File: src/sv/fvc_pkg.sv
// Shared types, codes and sizes for the FIFO victim cache.
// No dependencies; all other files refer to this package by scoped names.
package fvc_pkg;

    localparam int MAX_ENTRIES = 16;
    localparam int ADDR_BITS   = 48;
    localparam int IDX_W       = $clog2(MAX_ENTRIES);
    localparam int COUNT_W     = $clog2(MAX_ENTRIES + 1);
    localparam int CFG_W       = 5;
    localparam int CFG_IDX_W   = 2;

    // Configuration register indexes
    localparam logic [CFG_IDX_W-1:0] CFG_ENABLE     = 2'd0;
    localparam logic [CFG_IDX_W-1:0] CFG_CAPACITY   = 2'd1;
    localparam logic [CFG_IDX_W-1:0] CFG_LINE_SHIFT = 2'd2;

    // Request kinds
    localparam logic [3:0] KIND_READ        = 4'd0;
    localparam logic [3:0] KIND_WRITE       = 4'd1;
    localparam logic [3:0] KIND_UPGRADE     = 4'd2;
    localparam logic [3:0] KIND_EVICT_CLEAN = 4'd3;
    localparam logic [3:0] KIND_EVICT_WR    = 4'd4;
    localparam logic [3:0] KIND_EVICT_DIRTY = 4'd5;
    localparam logic [3:0] KIND_RETURN      = 4'd6;
    localparam logic [3:0] KIND_DOWNGRADE   = 4'd7;
    localparam logic [3:0] KIND_INVALIDATE  = 4'd8;
    localparam logic [3:0] KIND_PURGE_INSTR = 4'd9;
    localparam logic [3:0] KIND_PURGE_DATA  = 4'd10;

    // Reply messages beyond the pass-through kinds
    localparam logic [4:0] MSG_UPGRADE      = 5'd2;
    localparam logic [4:0] MSG_EVICT_CLEAN  = 5'd3;
    localparam logic [4:0] MSG_EVICT_DIRTY  = 5'd5;
    localparam logic [4:0] MSG_MISS_REPLY   = 5'd11;
    localparam logic [4:0] MSG_MISS_DIRTY   = 5'd12;
    localparam logic [4:0] MSG_RETURN_REPLY = 5'd13;
    localparam logic [4:0] MSG_DOWN_ACK     = 5'd14;
    localparam logic [4:0] MSG_INV_UPD_ACK  = 5'd15;
    localparam logic [4:0] MSG_INV_ACK      = 5'd16;
    localparam logic [4:0] MSG_PURGE_ACK    = 5'd17;

    // Routes
    localparam logic [1:0] ROUTE_REPLY = 2'd0;
    localparam logic [1:0] ROUTE_LOWER = 2'd1;
    localparam logic [1:0] ROUTE_UPPER = 2'd2;

    typedef struct packed {
        logic [3:0]           kind;
        logic [ADDR_BITS-1:0] address;
    } fvc_in_t;

    typedef struct packed {
        logic [1:0]           route;
        logic [4:0]           message;
        logic [ADDR_BITS-1:0] out_address;
        logic                 last;
    } fvc_out_t;

    function automatic fvc_out_t make_res(input logic [1:0] route, input logic [4:0] message,
                                          input logic [ADDR_BITS-1:0] addr,
                                          input logic last);
        fvc_out_t r;
        r.route       = route;
        r.message     = message;
        r.out_address = addr;
        r.last        = last;
        return r;
    endfunction

endpackage

File: src/sv/fvc_tag_store.sv
// Tag array of the victim cache with one read port and the shared tag comparator.
// Depends on fvc_pkg for sizes.
module fvc_tag_store (
    input  logic                            aclk,
    input  logic                            wr_en,
    input  logic [fvc_pkg::IDX_W-1:0]       wr_idx,
    input  logic [fvc_pkg::ADDR_BITS-1:0]   wr_tag,
    input  logic [fvc_pkg::IDX_W-1:0]       rd_idx,
    input  logic [fvc_pkg::ADDR_BITS-1:0]   cmp_tag,
    output logic [fvc_pkg::ADDR_BITS-1:0]   rd_tag,
    output logic                            rd_match
);

    logic [fvc_pkg::ADDR_BITS-1:0] tag_reg [fvc_pkg::MAX_ENTRIES];

    // tags hold no reset: an entry is only looked at once its valid bit is set
    always_ff @(posedge aclk) begin
        if (wr_en) begin
            tag_reg[wr_idx] <= wr_tag;
        end
    end

    assign rd_tag   = tag_reg[rd_idx];
    assign rd_match = (rd_tag == cmp_tag);

endmodule

File: src/sv/fifo_victim_cache_unit.sv
// Fully associative FIFO victim cache: lookup sequencer, entry state and result queue.
// Depends on fvc_pkg and fvc_tag_store.
// Enabled: a scan of every entry through one comparator and an update state, first result (if any) in the
// state after it; the next request is accepted only after every result of the last, m_ready stalls included.
// Disabled: result the cycle after acceptance. Unknown kinds: dropped.
// Reset (aresetn low, synchronous) empties the cache and restores register defaults.
module fifo_victim_cache_unit (
    input  logic                            aclk,
    input  logic                            aresetn,
    input  logic                            s_valid,
    output logic                            s_ready,
    input  fvc_pkg::fvc_in_t                s_payload,
    output logic                            m_valid,
    input  logic                            m_ready,
    output fvc_pkg::fvc_out_t               m_payload,
    input  logic                            cfg_wr_en,
    input  logic [fvc_pkg::CFG_IDX_W-1:0]   cfg_index,
    input  logic [fvc_pkg::CFG_W-1:0]       cfg_wdata
);

    localparam int IW = fvc_pkg::IDX_W;
    localparam int CW = fvc_pkg::COUNT_W;
    localparam int AW = fvc_pkg::ADDR_BITS;
    localparam int NE = fvc_pkg::MAX_ENTRIES;

    localparam logic [2:0] ST_IDLE   = 3'd0;
    localparam logic [2:0] ST_SCAN   = 3'd1;
    localparam logic [2:0] ST_EXEC   = 3'd2;
    localparam logic [2:0] ST_EMIT_A = 3'd3;
    localparam logic [2:0] ST_EMIT_B = 3'd4;

    logic [2:0] state_reg, state_next;

    logic       enable_reg;
    logic [4:0] capacity_reg;
    logic [3:0] line_shift_reg;

    logic [NE-1:0] valid_reg, valid_next;
    logic [NE-1:0] dirty_reg, dirty_next;
    logic [IW-1:0] age_reg  [NE];
    logic [IW-1:0] age_next [NE];
    logic [CW-1:0] count_reg, count_next;

    logic [3:0]    kind_reg;
    logic [AW-1:0] addr_reg;
    logic [AW-1:0] blk_reg;
    logic [IW-1:0] idx_reg;

    logic          hit_found_reg, old_found_reg, free_found_reg;
    logic [IW-1:0] hit_idx_reg, old_idx_reg, free_idx_reg;
    logic [AW-1:0] old_tag_reg;

    fvc_pkg::fvc_out_t res_a_reg, res_b_reg, res_a, res_b;
    logic              two_reg;
    logic [1:0]        nres;

    logic [AW-1:0] line_mask;
    logic [AW-1:0] rd_tag;
    logic          rd_match;
    logic          s_fire;

    // update controls for the execute cycle
    logic          drop_en, ins_en, set_dirty_en, set_dirty_val, ins_dirty;
    logic [IW-1:0] drop_idx, ins_idx;
    logic [IW-1:0] drop_age;
    logic [CW-1:0] cap_sat, count_drop;
    logic          hit_dirty, old_dirty;

    assign s_ready   = (state_reg == ST_IDLE);
    assign s_fire    = s_valid && s_ready;
    assign m_valid   = (state_reg == ST_EMIT_A) || (state_reg == ST_EMIT_B);
    assign m_payload = (state_reg == ST_EMIT_B) ? res_b_reg : res_a_reg;
    assign line_mask = {AW{1'b1}} << line_shift_reg;

    fvc_tag_store u_tags (
        .aclk     (aclk),
        .wr_en    (ins_en),
        .wr_idx   (ins_idx),
        .wr_tag   (blk_reg),
        .rd_idx   (idx_reg),
        .cmp_tag  (blk_reg),
        .rd_tag   (rd_tag),
        .rd_match (rd_match)
    );

    assign hit_dirty = dirty_reg[hit_idx_reg];
    assign old_dirty = dirty_reg[old_idx_reg];

    always_comb begin
        if (capacity_reg == 5'd0) begin
            cap_sat = CW'(1);
        end else if (CW'(capacity_reg) > CW'(NE)) begin
            cap_sat = CW'(NE);
        end else begin
            cap_sat = CW'(capacity_reg);
        end
    end

    // decide results and entry updates from the scan outcome
    always_comb begin
        res_a         = fvc_pkg::make_res(fvc_pkg::ROUTE_REPLY, 5'(kind_reg), addr_reg, 1'b1);
        res_b         = fvc_pkg::make_res(fvc_pkg::ROUTE_REPLY, fvc_pkg::MSG_PURGE_ACK,
                                          addr_reg, 1'b1);
        nres          = 2'd0;
        drop_en       = 1'b0;
        drop_idx      = hit_idx_reg;
        ins_en        = 1'b0;
        ins_idx       = free_idx_reg;
        ins_dirty     = (kind_reg != fvc_pkg::KIND_EVICT_CLEAN);
        set_dirty_en  = 1'b0;
        set_dirty_val = 1'b0;
        if (state_reg == ST_EXEC) begin
            case (kind_reg) inside
                fvc_pkg::KIND_READ, fvc_pkg::KIND_WRITE, fvc_pkg::KIND_UPGRADE: begin
                    nres = 2'd1;
                    if (!hit_found_reg) begin
                        res_a.route = fvc_pkg::ROUTE_LOWER;
                    end else begin
                        drop_en = 1'b1;
                        if (hit_dirty) begin
                            res_a.message = fvc_pkg::MSG_MISS_DIRTY;
                        end else if (kind_reg == fvc_pkg::KIND_WRITE) begin
                            res_a.route   = fvc_pkg::ROUTE_LOWER;
                            res_a.message = fvc_pkg::MSG_UPGRADE;
                        end else begin
                            res_a.message = fvc_pkg::MSG_MISS_REPLY;
                        end
                    end
                end
                fvc_pkg::KIND_EVICT_CLEAN, fvc_pkg::KIND_EVICT_WR,
                fvc_pkg::KIND_EVICT_DIRTY: begin
                    if (hit_found_reg) begin
                        set_dirty_en  = 1'b1;
                        set_dirty_val = ins_dirty;
                    end else begin
                        // write back the oldest entry when full; insert at the lowest free or freed slot
                        if (count_reg >= cap_sat && old_found_reg) begin
                            nres     = 2'd1;
                            drop_en  = 1'b1;
                            drop_idx = old_idx_reg;
                            res_a    = fvc_pkg::make_res(fvc_pkg::ROUTE_LOWER,
                                           old_dirty ? fvc_pkg::MSG_EVICT_DIRTY
                                                     : fvc_pkg::MSG_EVICT_CLEAN,
                                           old_tag_reg, 1'b1);
                            ins_en   = 1'b1;
                            if (free_found_reg && free_idx_reg < old_idx_reg) begin
                                ins_idx = free_idx_reg;
                            end else begin
                                ins_idx = old_idx_reg;
                            end
                        end else begin
                            ins_en = free_found_reg;
                        end
                    end
                end
                default: begin
                    nres = 2'd1;
                    if (!hit_found_reg) begin
                        res_a.route = fvc_pkg::ROUTE_UPPER;
                    end else begin
                        case (kind_reg)
                            fvc_pkg::KIND_RETURN: begin
                                res_a.message = fvc_pkg::MSG_RETURN_REPLY;
                            end
                            fvc_pkg::KIND_DOWNGRADE: begin
                                set_dirty_en  = 1'b1;
                                res_a.message = fvc_pkg::MSG_DOWN_ACK;
                            end
                            fvc_pkg::KIND_INVALIDATE: begin
                                drop_en       = 1'b1;
                                res_a.message = hit_dirty ? fvc_pkg::MSG_INV_UPD_ACK
                                                          : fvc_pkg::MSG_INV_ACK;
                            end
                            default: begin
                                // purge: write back the block, then acknowledge
                                nres    = 2'd2;
                                drop_en = 1'b1;
                                res_a   = fvc_pkg::make_res(fvc_pkg::ROUTE_LOWER,
                                              hit_dirty ? fvc_pkg::MSG_EVICT_DIRTY
                                                        : fvc_pkg::MSG_EVICT_CLEAN,
                                              blk_reg, 1'b0);
                            end
                        endcase
                    end
                end
            endcase
        end
    end

    assign drop_age   = age_reg[drop_idx];
    assign count_drop = (drop_en && count_reg != '0) ? count_reg - CW'(1) : count_reg;

    always_comb begin
        valid_next = valid_reg;
        dirty_next = dirty_reg;
        age_next   = age_reg;
        count_next = count_reg;
        if (set_dirty_en) begin
            dirty_next[hit_idx_reg] = set_dirty_val;
        end
        if (drop_en) begin
            for (int j = 0; j < NE; j++) begin
                if (valid_reg[j] && age_reg[j] > drop_age) begin
                    age_next[j] = age_reg[j] - IW'(1);
                end
            end
            valid_next[drop_idx] = 1'b0;
            dirty_next[drop_idx] = 1'b0;
            age_next[drop_idx]   = '0;
            count_next           = count_drop;
        end
        if (ins_en) begin
            valid_next[ins_idx] = 1'b1;
            dirty_next[ins_idx] = ins_dirty;
            age_next[ins_idx]   = IW'(count_drop);
            count_next          = count_drop + CW'(1);
        end
    end

    always_comb begin
        state_next = state_reg;
        unique case (state_reg)
            ST_IDLE: begin
                if (s_fire && s_payload.kind <= fvc_pkg::KIND_PURGE_DATA) begin
                    state_next = enable_reg ? ST_SCAN : ST_EMIT_A;
                end
            end
            ST_SCAN: begin
                if (idx_reg == IW'(NE - 1)) begin
                    state_next = ST_EXEC;
                end
            end
            ST_EXEC: begin
                state_next = (nres == 2'd0) ? ST_IDLE : ST_EMIT_A;
            end
            ST_EMIT_A: begin
                if (m_ready) begin
                    state_next = two_reg ? ST_EMIT_B : ST_IDLE;
                end
            end
            ST_EMIT_B: begin
                if (m_ready) begin
                    state_next = ST_IDLE;
                end
            end
            default: begin
                state_next = ST_IDLE;
            end
        endcase
    end

    always_ff @(posedge aclk) begin
        if (!aresetn) begin
            state_reg      <= ST_IDLE;
            enable_reg     <= 1'b0;
            capacity_reg   <= 5'd16;
            line_shift_reg <= 4'd6;
            valid_reg      <= '0;
            dirty_reg      <= '0;
            count_reg      <= '0;
            for (int j = 0; j < NE; j++) begin
                age_reg[j] <= '0;
            end
        end else begin
            state_reg <= state_next;
            valid_reg <= valid_next;
            dirty_reg <= dirty_next;
            count_reg <= count_next;
            age_reg   <= age_next;
            if (cfg_wr_en) begin
                unique case (cfg_index)
                    fvc_pkg::CFG_ENABLE:     enable_reg     <= cfg_wdata[0];
                    fvc_pkg::CFG_CAPACITY:   capacity_reg   <= cfg_wdata;
                    fvc_pkg::CFG_LINE_SHIFT: line_shift_reg <= cfg_wdata[3:0];
                    default: ;
                endcase
            end
        end
    end

    // request capture, scan bookkeeping and result queue
    always_ff @(posedge aclk) begin
        if (state_reg == ST_IDLE) begin
            kind_reg       <= s_payload.kind;
            addr_reg       <= s_payload.address;
            blk_reg        <= s_payload.address & line_mask;
            idx_reg        <= '0;
            hit_found_reg  <= 1'b0;
            old_found_reg  <= 1'b0;
            free_found_reg <= 1'b0;
            two_reg        <= 1'b0;
            // disabled: pass the request straight on
            res_a_reg      <= fvc_pkg::make_res(
                                  (s_payload.kind <= fvc_pkg::KIND_EVICT_DIRTY)
                                      ? fvc_pkg::ROUTE_LOWER : fvc_pkg::ROUTE_UPPER,
                                  5'(s_payload.kind), s_payload.address, 1'b1);
        end
        if (state_reg == ST_SCAN) begin
            idx_reg <= idx_reg + IW'(1);
            if (!hit_found_reg && valid_reg[idx_reg] && rd_match) begin
                hit_found_reg <= 1'b1;
                hit_idx_reg   <= idx_reg;
            end
            if (!old_found_reg && valid_reg[idx_reg] && age_reg[idx_reg] == '0) begin
                old_found_reg <= 1'b1;
                old_idx_reg   <= idx_reg;
                old_tag_reg   <= rd_tag;
            end
            if (!free_found_reg && !valid_reg[idx_reg]) begin
                free_found_reg <= 1'b1;
                free_idx_reg   <= idx_reg;
            end
        end
        if (state_reg == ST_EXEC) begin
            res_a_reg <= res_a;
            res_b_reg <= res_b;
            two_reg   <= (nres == 2'd2);
        end
    end

endmodule

File: config.mk
export PLATFORM = sky130hd
export DESIGN_NAME = fifo_victim_cache_unit
export DESIGN_NICKNAME = d
export VERILOG_FILES = /design/src/sv/fvc_pkg.sv /design/src/sv/fvc_tag_store.sv /design/src/sv/fifo_victim_cache_unit.sv
export SDC_FILE = /design/constraint.sdc
export NUM_CORES = 1
export LEC_CHECK = 0
export ABC_AREA = 1
export BUFFER_PORTS_ARGS = -buffer_cell sky130_fd_sc_hd__buf_2
export CAP_MARGIN = 20
export CORE_ASPECT_RATIO = 1.2
export CORE_MARGIN = 3
export CORE_UTILIZATION = 50
export CTS_CLUSTER_DIAMETER = 50
export CTS_CLUSTER_SIZE = 40
export DETAILED_ROUTE_END_ITERATION = 10
export PLACE_DENSITY_LB_ADDON = 0.25
export REMOVE_ABC_BUFFERS = 1
export SYNTH_ARGS = -nofsm -noshare
export SYNTH_HDL_FRONTEND = slang
export SYNTH_HIERARCHICAL = 1
export SYNTH_SLANG_ARGS = --single-unit
File: constraint.sdc
create_clock -name aclk -period 7.66 [get_ports aclk]
set_input_delay 0.383 -clock aclk [delete_from_list [all_inputs] [get_ports aclk]]
set_output_delay 0.383 -clock aclk [all_outputs]
set_load 0.01 [all_outputs]
==> flow_metrics.env, run 1 <==
export IMPL_fillers=8552
export IMPL_crit_start="capacity_reg[0]"
export IMPL_layout_common_cells="1,466 x nand2_1, 1,004 x edfxtp_1, 679 x nor2_1"
export IMPL_p_total_uw=19280
export IMPL_hold_viol=0
export IMPL_leakage_uw=0.02302
export IMPL_end_kind="flip-flop"
export IMPL_wl_met3_um=9957
export IMPL_timing_final_crit_share=0.7414
export IMPL_routed_wirelength_um=144600
export IMPL_grt_max_degree=148
export IMPL_synth_async_sr_flop_share=0
export IMPL_ys_ff_latch=1121
export IMPL_seq_area_frac_synth=0.6255
export IMPL_grt_pass1_wl_um=219100
export IMPL_numCtsBuffers=105
export IMPL_grt_pass1_vias=36750
export IMPL_htreeDepth=3
export IMPL_fmax_mhz=176.1
export IMPL_tritoncts="built"
export IMPL_hold_class="in -> reg"
export IMPL_holdPathEnd="enable_reg"
export IMPL_reg2reg_from="capacity_reg[0]"
export IMPL_die_h_um=359.1
export IMPL_vias_per_cell=5.599
export IMPL_syn_to_final_growth_pct=11.97
export IMPL_top_layer="met4"
export IMPL_wl_met2_um=70800
export IMPL_slew_headroom=0.1539
export IMPL_antenna_found_initial=2
export IMPL_worstPathArrival_ns=6.30
export IMPL_reg2reg_depth=32
export IMPL_post_route_drc_count=0
export IMPL_layout_nets=5644
export IMPL_drt_met1_wl_um=56090
export IMPL_multi_input_area_sq_um=16640
export IMPL_dr_pass1_iters=6
export IMPL_rsz0062_at_grt="no"
export IMPL_clkTransAtPathRegs_ns=0.07
export IMPL_cts_path_max_buffers=3
export IMPL_ios=122
export IMPL_netlist_area_sq_um=51940
export IMPL_grt_use_total=0.2640
export IMPL_fp_coreArea_sq_um=102300
export IMPL_postCtsSetupBuffers=0
export IMPL_cp_common_cell="nand2_1"
export IMPL_synth_avg_cell_area_sq_um=9.657
export IMPL_worst_setup_path_start_kind="flip-flop"
export IMPL_period_needed_ns=5.679
export IMPL_dp_final_hpwl_um=84060
export IMPL_status="completed"
export IMPL_synth_main_ff_cell="edfxtp_1"
export IMPL_wl_per_cell_um=20.81
export IMPL_post_cts_resized=0
export IMPL_portBuffers=121
export IMPL_tightest_slew_ns=1.253
export IMPL_layout_commonest_cell="nand2_1"
export IMPL_cap_viol_max_count=0
export IMPL_vias=38900
export IMPL_power_density_nw_per_um2=331.5
export IMPL_clock_sinks=1121
export IMPL_rrSetupSlack_ns=1.98
export IMPL_drive_gt1_frac=0.08763
export IMPL_min_path_cells=3
export IMPL_synth_edf_count=1004
export IMPL_place_congestion=0.9608
export IMPL_vdd_ir_drop_max_mv=0.2456
export IMPL_largest_register_ffs=768
export IMPL_die_width_um=300.2
export IMPL_initial_core_util=0.5076
export IMPL_ant_nets=0
export IMPL_crit_fanout=37
export IMPL_finClkSkew_ns=0.04902
export IMPL_critical_path_class="reg -> reg"
export IMPL_ys_warn_count=6
export IMPL_slew_violations=0
export IMPL_final_seq_area_sq_um=32490
export IMPL_dieArea_sq_um=107800
export IMPL_hp_start="cfg_wr_en"
export IMPL_drt_iter0_markers=3735
export IMPL_finalSetupTns_ns=0
export IMPL_rows=128
export IMPL_worstSkewPairLatency_ns=0.71
export IMPL_setup_viol=0
export IMPL_r2r_end="age_reg[1]"
export IMPL_syn_inst=5379
export IMPL_root_buffer="clkbuf_16"
export IMPL_grt_ovfl_total=0
export IMPL_slowest_stage="nand2_1"
export IMPL_synth_cell_type_count=47
export IMPL_worst_path_largest_cell_delay_ns=0.60
export IMPL_required_ns=8.29
[what timing repair did]
item,CTS,global route
endpoints found under the setup margin,0,0
endpoints found under the hold margin,70,0
hold buffers,60,0
[final cells by class]
class / count / share of cell area
Sequential cell: 1121 / 0.5586
Tap cell: 1365 / 0.02936
Timing Repair Buffer: 241 / 0.02999
Multi-Input combinational cell: 3551 / 0.2861
Clock inverter: 81 / 0.01719
Clock buffer: 117 / 0.04793
Antenna cell: 2 / 0.00008605
Inverter: 469 / 0.03070
[metrics by stage]
stage | utilization | instance area [sq um] | cells | worst slack, ns | hold slack (ns)
finish | 0.5683 | 58160 | 6947 | 1.981 | 0.06839
global route | 0.5683 | 58160 | 6945 | 1.564 | 0.05010
CTS | 0.5682 | 58150 | 6944 | 2.045 | 0.01844
detailed placement | 0.5253 | 53760 | 6686 | 2.049 | 0.4346
global placement | 0.5251 | 53740 | 6685 | 2.166 | 0.4321
floorplan | - | 50750 | 5141 | -6.860 | 0.4264
[power by group]
group          switching (uW)  total (uW)  internal [uW]  leakage [uW]
clock network            2640        5620           2970       0.00182
registers                 569        8310           7740        0.0101
logic                    3880        5350           1470        0.0111
total                    7090       19300          12200        0.0230
[critical path, delay by kind of cell, from the launching register on]
family                   cells  cell delay (ns)
buffers and inverters        3             0.14
adder cells (fa/ha/maj)      2             0.88
AND/OR/NAND/NOR             24             3.59
AO/OA/AOI/OAI                3             0.66
flip-flops                   1             0.32
[layer usage]
layer,vias to the layer above,global-route usage
met3,396,0.03593
met2,1536,0.4435
met4,0,0.1380
met1,18580,0.3329
li1,18380,-
met5,-,0
[worst max-delay path by stage]
| stage | endpoint | cells past startpoint |
|---|---|---|
| CTS | age_reg[1] | 27 |
| finish | age_reg[1] | 32 |
| global route | age_reg[1] | 27 |
| floorplan | hit_idx_reg[0] | 15 |
| detailed placement | age_reg[1] | 27 |
| global placement | age_reg[54] | 29 |
[cells in the mapped netlist (all sizes together) (3+ instances only)]
cell	n	share of area
a21o	12	0.0017
a21oi	122	0.012
a31oi	3	0.00036
buf	146	0.016
clkbuf	92	0.0066
clkinv	5	0.00036
dfxtp	117	0.045
edfxtp	1004	0.58
ha	91	0.022
inv	464	0.034
nand2	1489	0.11
nand3	528	0.052
nand3b	10	0.0014
nand4	29	0.0036
nor2	735	0.056
nor3	23	0.0022
nor4	3	0.00036
o2111ai	10	0.0017
o211ai	92	0.013
o21ai	310	0.030
o21bai	18	0.0026
o22ai	37	0.0045
o311ai	8	0.0013
or2	10	0.0012
xor2	13	0.0022
[cell families after synthesis]
logic type               after synthesis  share of synthesized area
adder cells (fa/ha/maj)               91                    0.02192
AND/OR/NAND/NOR                     2828                     0.2250
XOR/XNOR                              14                   0.002361
flip-flops                          1121                     0.6255
AO/OA/AOI/OAI                        618                    0.06829
buffers and inverters                707                    0.05697
No activity file was read; power rests on OpenSTA's default activity.
==> run 2: changes to the inputs <==
--- a/config.mk
+++ b/config.mk
@@ -5,7 +5,7 @@
 export SDC_FILE = /design/constraint.sdc
 export NUM_CORES = 1
 export LEC_CHECK = 0
-export ABC_AREA = 1
+export ABC_AREA = 0
 export BUFFER_PORTS_ARGS = -buffer_cell sky130_fd_sc_hd__buf_2
 export CAP_MARGIN = 20
 export CORE_ASPECT_RATIO = 1.2
==> constraint.sdc (replaced) <==
create_clock -name aclk -period 5.5 [get_ports aclk]
set_input_delay 0.275 -clock aclk [delete_from_list [all_inputs] [get_ports aclk]]
set_output_delay 0.275 -clock aclk [all_outputs]
set_load 0.01 [all_outputs]
==> flow_metrics.env, run 2 <==
export IMPL_post_route_drc_count=0
export IMPL_seq_area_frac_synth=0.6613
export IMPL_yosysTopAreaCell="edfxtp_1"
export IMPL_drt_iter0_markers=2794
export IMPL_end_kind="flip-flop"
export IMPL_tritoncts="built"
export IMPL_synth_async_sr_flop_share=0
export IMPL_die_h_um=349.4
export IMPL_vdd_ir_drop_max_mv=0.3736
export IMPL_routed_wirelength_um=137500
export IMPL_drive_gt1_frac=0.2213
export IMPL_post_dp_cell_area_sq_um=51630
export IMPL_status="completed"
export IMPL_timing_final_crit_share=0.9210
export IMPL_power_density_nw_per_um2=457.7
export IMPL_vias=29980
export IMPL_slew_violations=0
export IMPL_yosysMostFrequentCell="edfxtp_1"
export IMPL_worst_setup_path_start_kind="flip-flop"
export IMPL_syn_to_final_growth_pct=13.98
export IMPL_fmax_mhz=197.4
export IMPL_worstSkewPairLatency_ns=0.70
export IMPL_ios=122
export IMPL_hold_class="in -> reg"
export IMPL_required_ns=6.13
export IMPL_rsz0062_at_grt="no"
export IMPL_critPathBufInv=2
export IMPL_netlist_top_cells_count="1,004 x edfxtp_1, 178 x nor2_1, 158 x mux4_2"
export IMPL_leakage_uw=0.01881
export IMPL_final_cell_count_no_fill=4733
export IMPL_place_congestion=0.8945
export IMPL_hold_viol=0
export IMPL_synth_cell_type_count=97
export IMPL_wl_per_cell_um=29.05
export IMPL_rows=125
export IMPL_dieArea_sq_um=102100
export IMPL_syn_inst=3138
export IMPL_p_total_uw=25630
export IMPL_numCtsBuffers=101
export IMPL_setup_viol=0
export IMPL_postCtsSetupBuffers=0
export IMPL_synth_main_ff_cell="edfxtp_1"
export IMPL_dp_cells=4480
export IMPL_fp_coreArea_sq_um=97120
export IMPL_antenna_found_initial=1
export IMPL_ys_warn_count=6
export IMPL_cp_cell_sequence="nor3_1 > nor2_1 > nor2_1 > ha_1 > nor2b_1 > o21ai_1 > a41oi_2 > nor2_2 > mux2_4 > o22ai_1 > nor4_1 > buf_4 > nor4_4 > buf_4 > ha_1 > o21a_1 > o21a_1 > o2111ai_1 > mux2i_1 > a22oi_1 > nor2b_1"
export IMPL_dp_final_hpwl_um=85080
export IMPL_finClkSkew_ns=0.03638
export IMPL_cp_top_family="simple AND/OR/NAND/NOR gates"
export IMPL_layout_nets=3528
export IMPL_htreeDepth=3
export IMPL_synth_area_leaders="edfxtp_1 61%, mux4_2 7.2%, dfxtp_1 4.8%, mux2i_1 2.8%, ha_1 2.3%"
export IMPL_clkTransAtPathRegs_ns=0.07
export IMPL_dr_pass1_iters=6
export IMPL_design_area_sq_um=56000
export IMPL_grt_ovfl_total=0
export IMPL_portBuffers=121
export IMPL_tightest_slew_ns=1.118
export IMPL_crit_fanout=25
export IMPL_ys_ff_latch=1121
export IMPL_layout_commonest_cell="edfxtp_1"
export IMPL_period_needed_ns=5.066
export IMPL_vias_per_cell=6.334
export IMPL_grt_pass1_wl_um=203100
export IMPL_slew_headroom=0.2547
export IMPL_cts_path_max_buffers=3
export IMPL_worstPathArrival_ns=5.69
export IMPL_netlist_area_sq_um=49130
export IMPL_slowest_stage="nor4_4"
export IMPL_worst_path_largest_cell_delay_ns=0.70
export IMPL_ant_nets=0
export IMPL_die_width_um=292.2
export IMPL_synth_top_cell_area_share=0.6136
export IMPL_cap_viol_max_count=0
export IMPL_critical_path_class="reg -> reg"
export IMPL_grt_use_total=0.2696
export IMPL_root_buffer="clkbuf_16"
export IMPL_largest_register_ffs=768
export IMPL_synth_edf_count=1004
export IMPL_grt_pass1_vias=30540
export IMPL_initial_core_util=0.5059
export IMPL_utilization=0.5766
export IMPL_grt_max_degree=99
export IMPL_layout_common_cells="1,004 x edfxtp_1, 165 x nor2_1, 158 x mux4_2"
export IMPL_synth_avg_cell_area_sq_um=15.66
export IMPL_clock_sinks=1121
==> run 2: changes by cell type in the layout (fill, tap and decap cells not counted), sizes merged, moves of 81 or more <==
cell / previous run / this run
nand2: 1489 / 154
o211ai: 92 / 11
mux2: 0 / 94
nor2: 735 / 181
mux2i: 0 / 140
inv: 506 / 120
nand3: 528 / 9
mux4: 0 / 172
o21ai: 310 / 116
==> run 2: cell families after synthesis <==
group	synth area share
fa+ha+maj	0.02317
simple gates	0.06817
buf+inv	0.02419
xor+xnor	0.01497
flops	0.6613
mux	0.1304
compound gates	0.07785
==> run 2: timing repair <==
item,CTS,global route
gates resized for setup,0,1
endpoints found under the setup margin,0,7
hold buffers,59,0
hold endpoints to repair,115,0
==> run 2: per-layer routing <==
layer	track usage	vias to the layer above	share of wire
met5	0	-	0
met4	0.1217	0	0.047
met3	0.03789	327	0.071
met2	0.4662	1385	0.51
met1	0.3397	15330	0.38
li1	-	12940	-
==> run 2: final cells by class <==
class / instances / area (sq um)
clock buffers: 107 / 2614
diodes: 2 / 5.005
fillers: 7355 / 41120
well taps: 1270 / 1589
flip-flops and latches: 1121 / 32490
repair buffers: 289 / 2202
clock inverters: 84 / 1146
multi-input cells: 1778 / 15640
inverters: 82 / 312.8
==> run 2: worst paths after layout <==
kind | start | end | slack [ns] | depth (start not counted)
min | cfg_index[1] | line_shift_reg[1] | 0.12 | 4
max | capacity_reg[1] | age_reg[29] | 0.43 | 21
max reg2reg | capacity_reg[1] | age_reg[29] | 0.43 | 21
min reg2reg | addr_reg[3] | res_b_reg[4] | 0.45 | 0
==> run 2: power by group <==
group,leakage [uW],internal (uW),switching [uW],total (uW)
clock network,0.00182,4200,3620,7820
logic,0.00684,2340,3870,6210
registers,0.0102,10800,841,11600
total,0.0188,17300,8330,25600
==> run 2: stage by stage <==
step	hold WS, ns	setup WS, ns	setup TNS (ns)
floorplan	0.3369	-8.506	-3318.45
global placement	0.4312	0.3897	0
detailed placement	0.4342	0.2948	0
CTS	0.07384	0.2763	0
global route	0.1148	0.06516	0
finish	0.1160	0.4345	0
==> run 2: worst reg2reg max path, delay by kind of cell, from the launching register on <==
| family | cells | cell delay (ns) |
|---|---|---|
| multiplexers | 2 | 0.72 |
| buffers and inverters | 2 | 0.49 |
| AO/OA/AOI/OAI | 7 | 1.47 |
| AND/OR/NAND/NOR | 8 | 1.48 |
| adder cells (fa/ha/maj) | 2 | 0.52 |
| flip-flops | 1 | 0.33 |
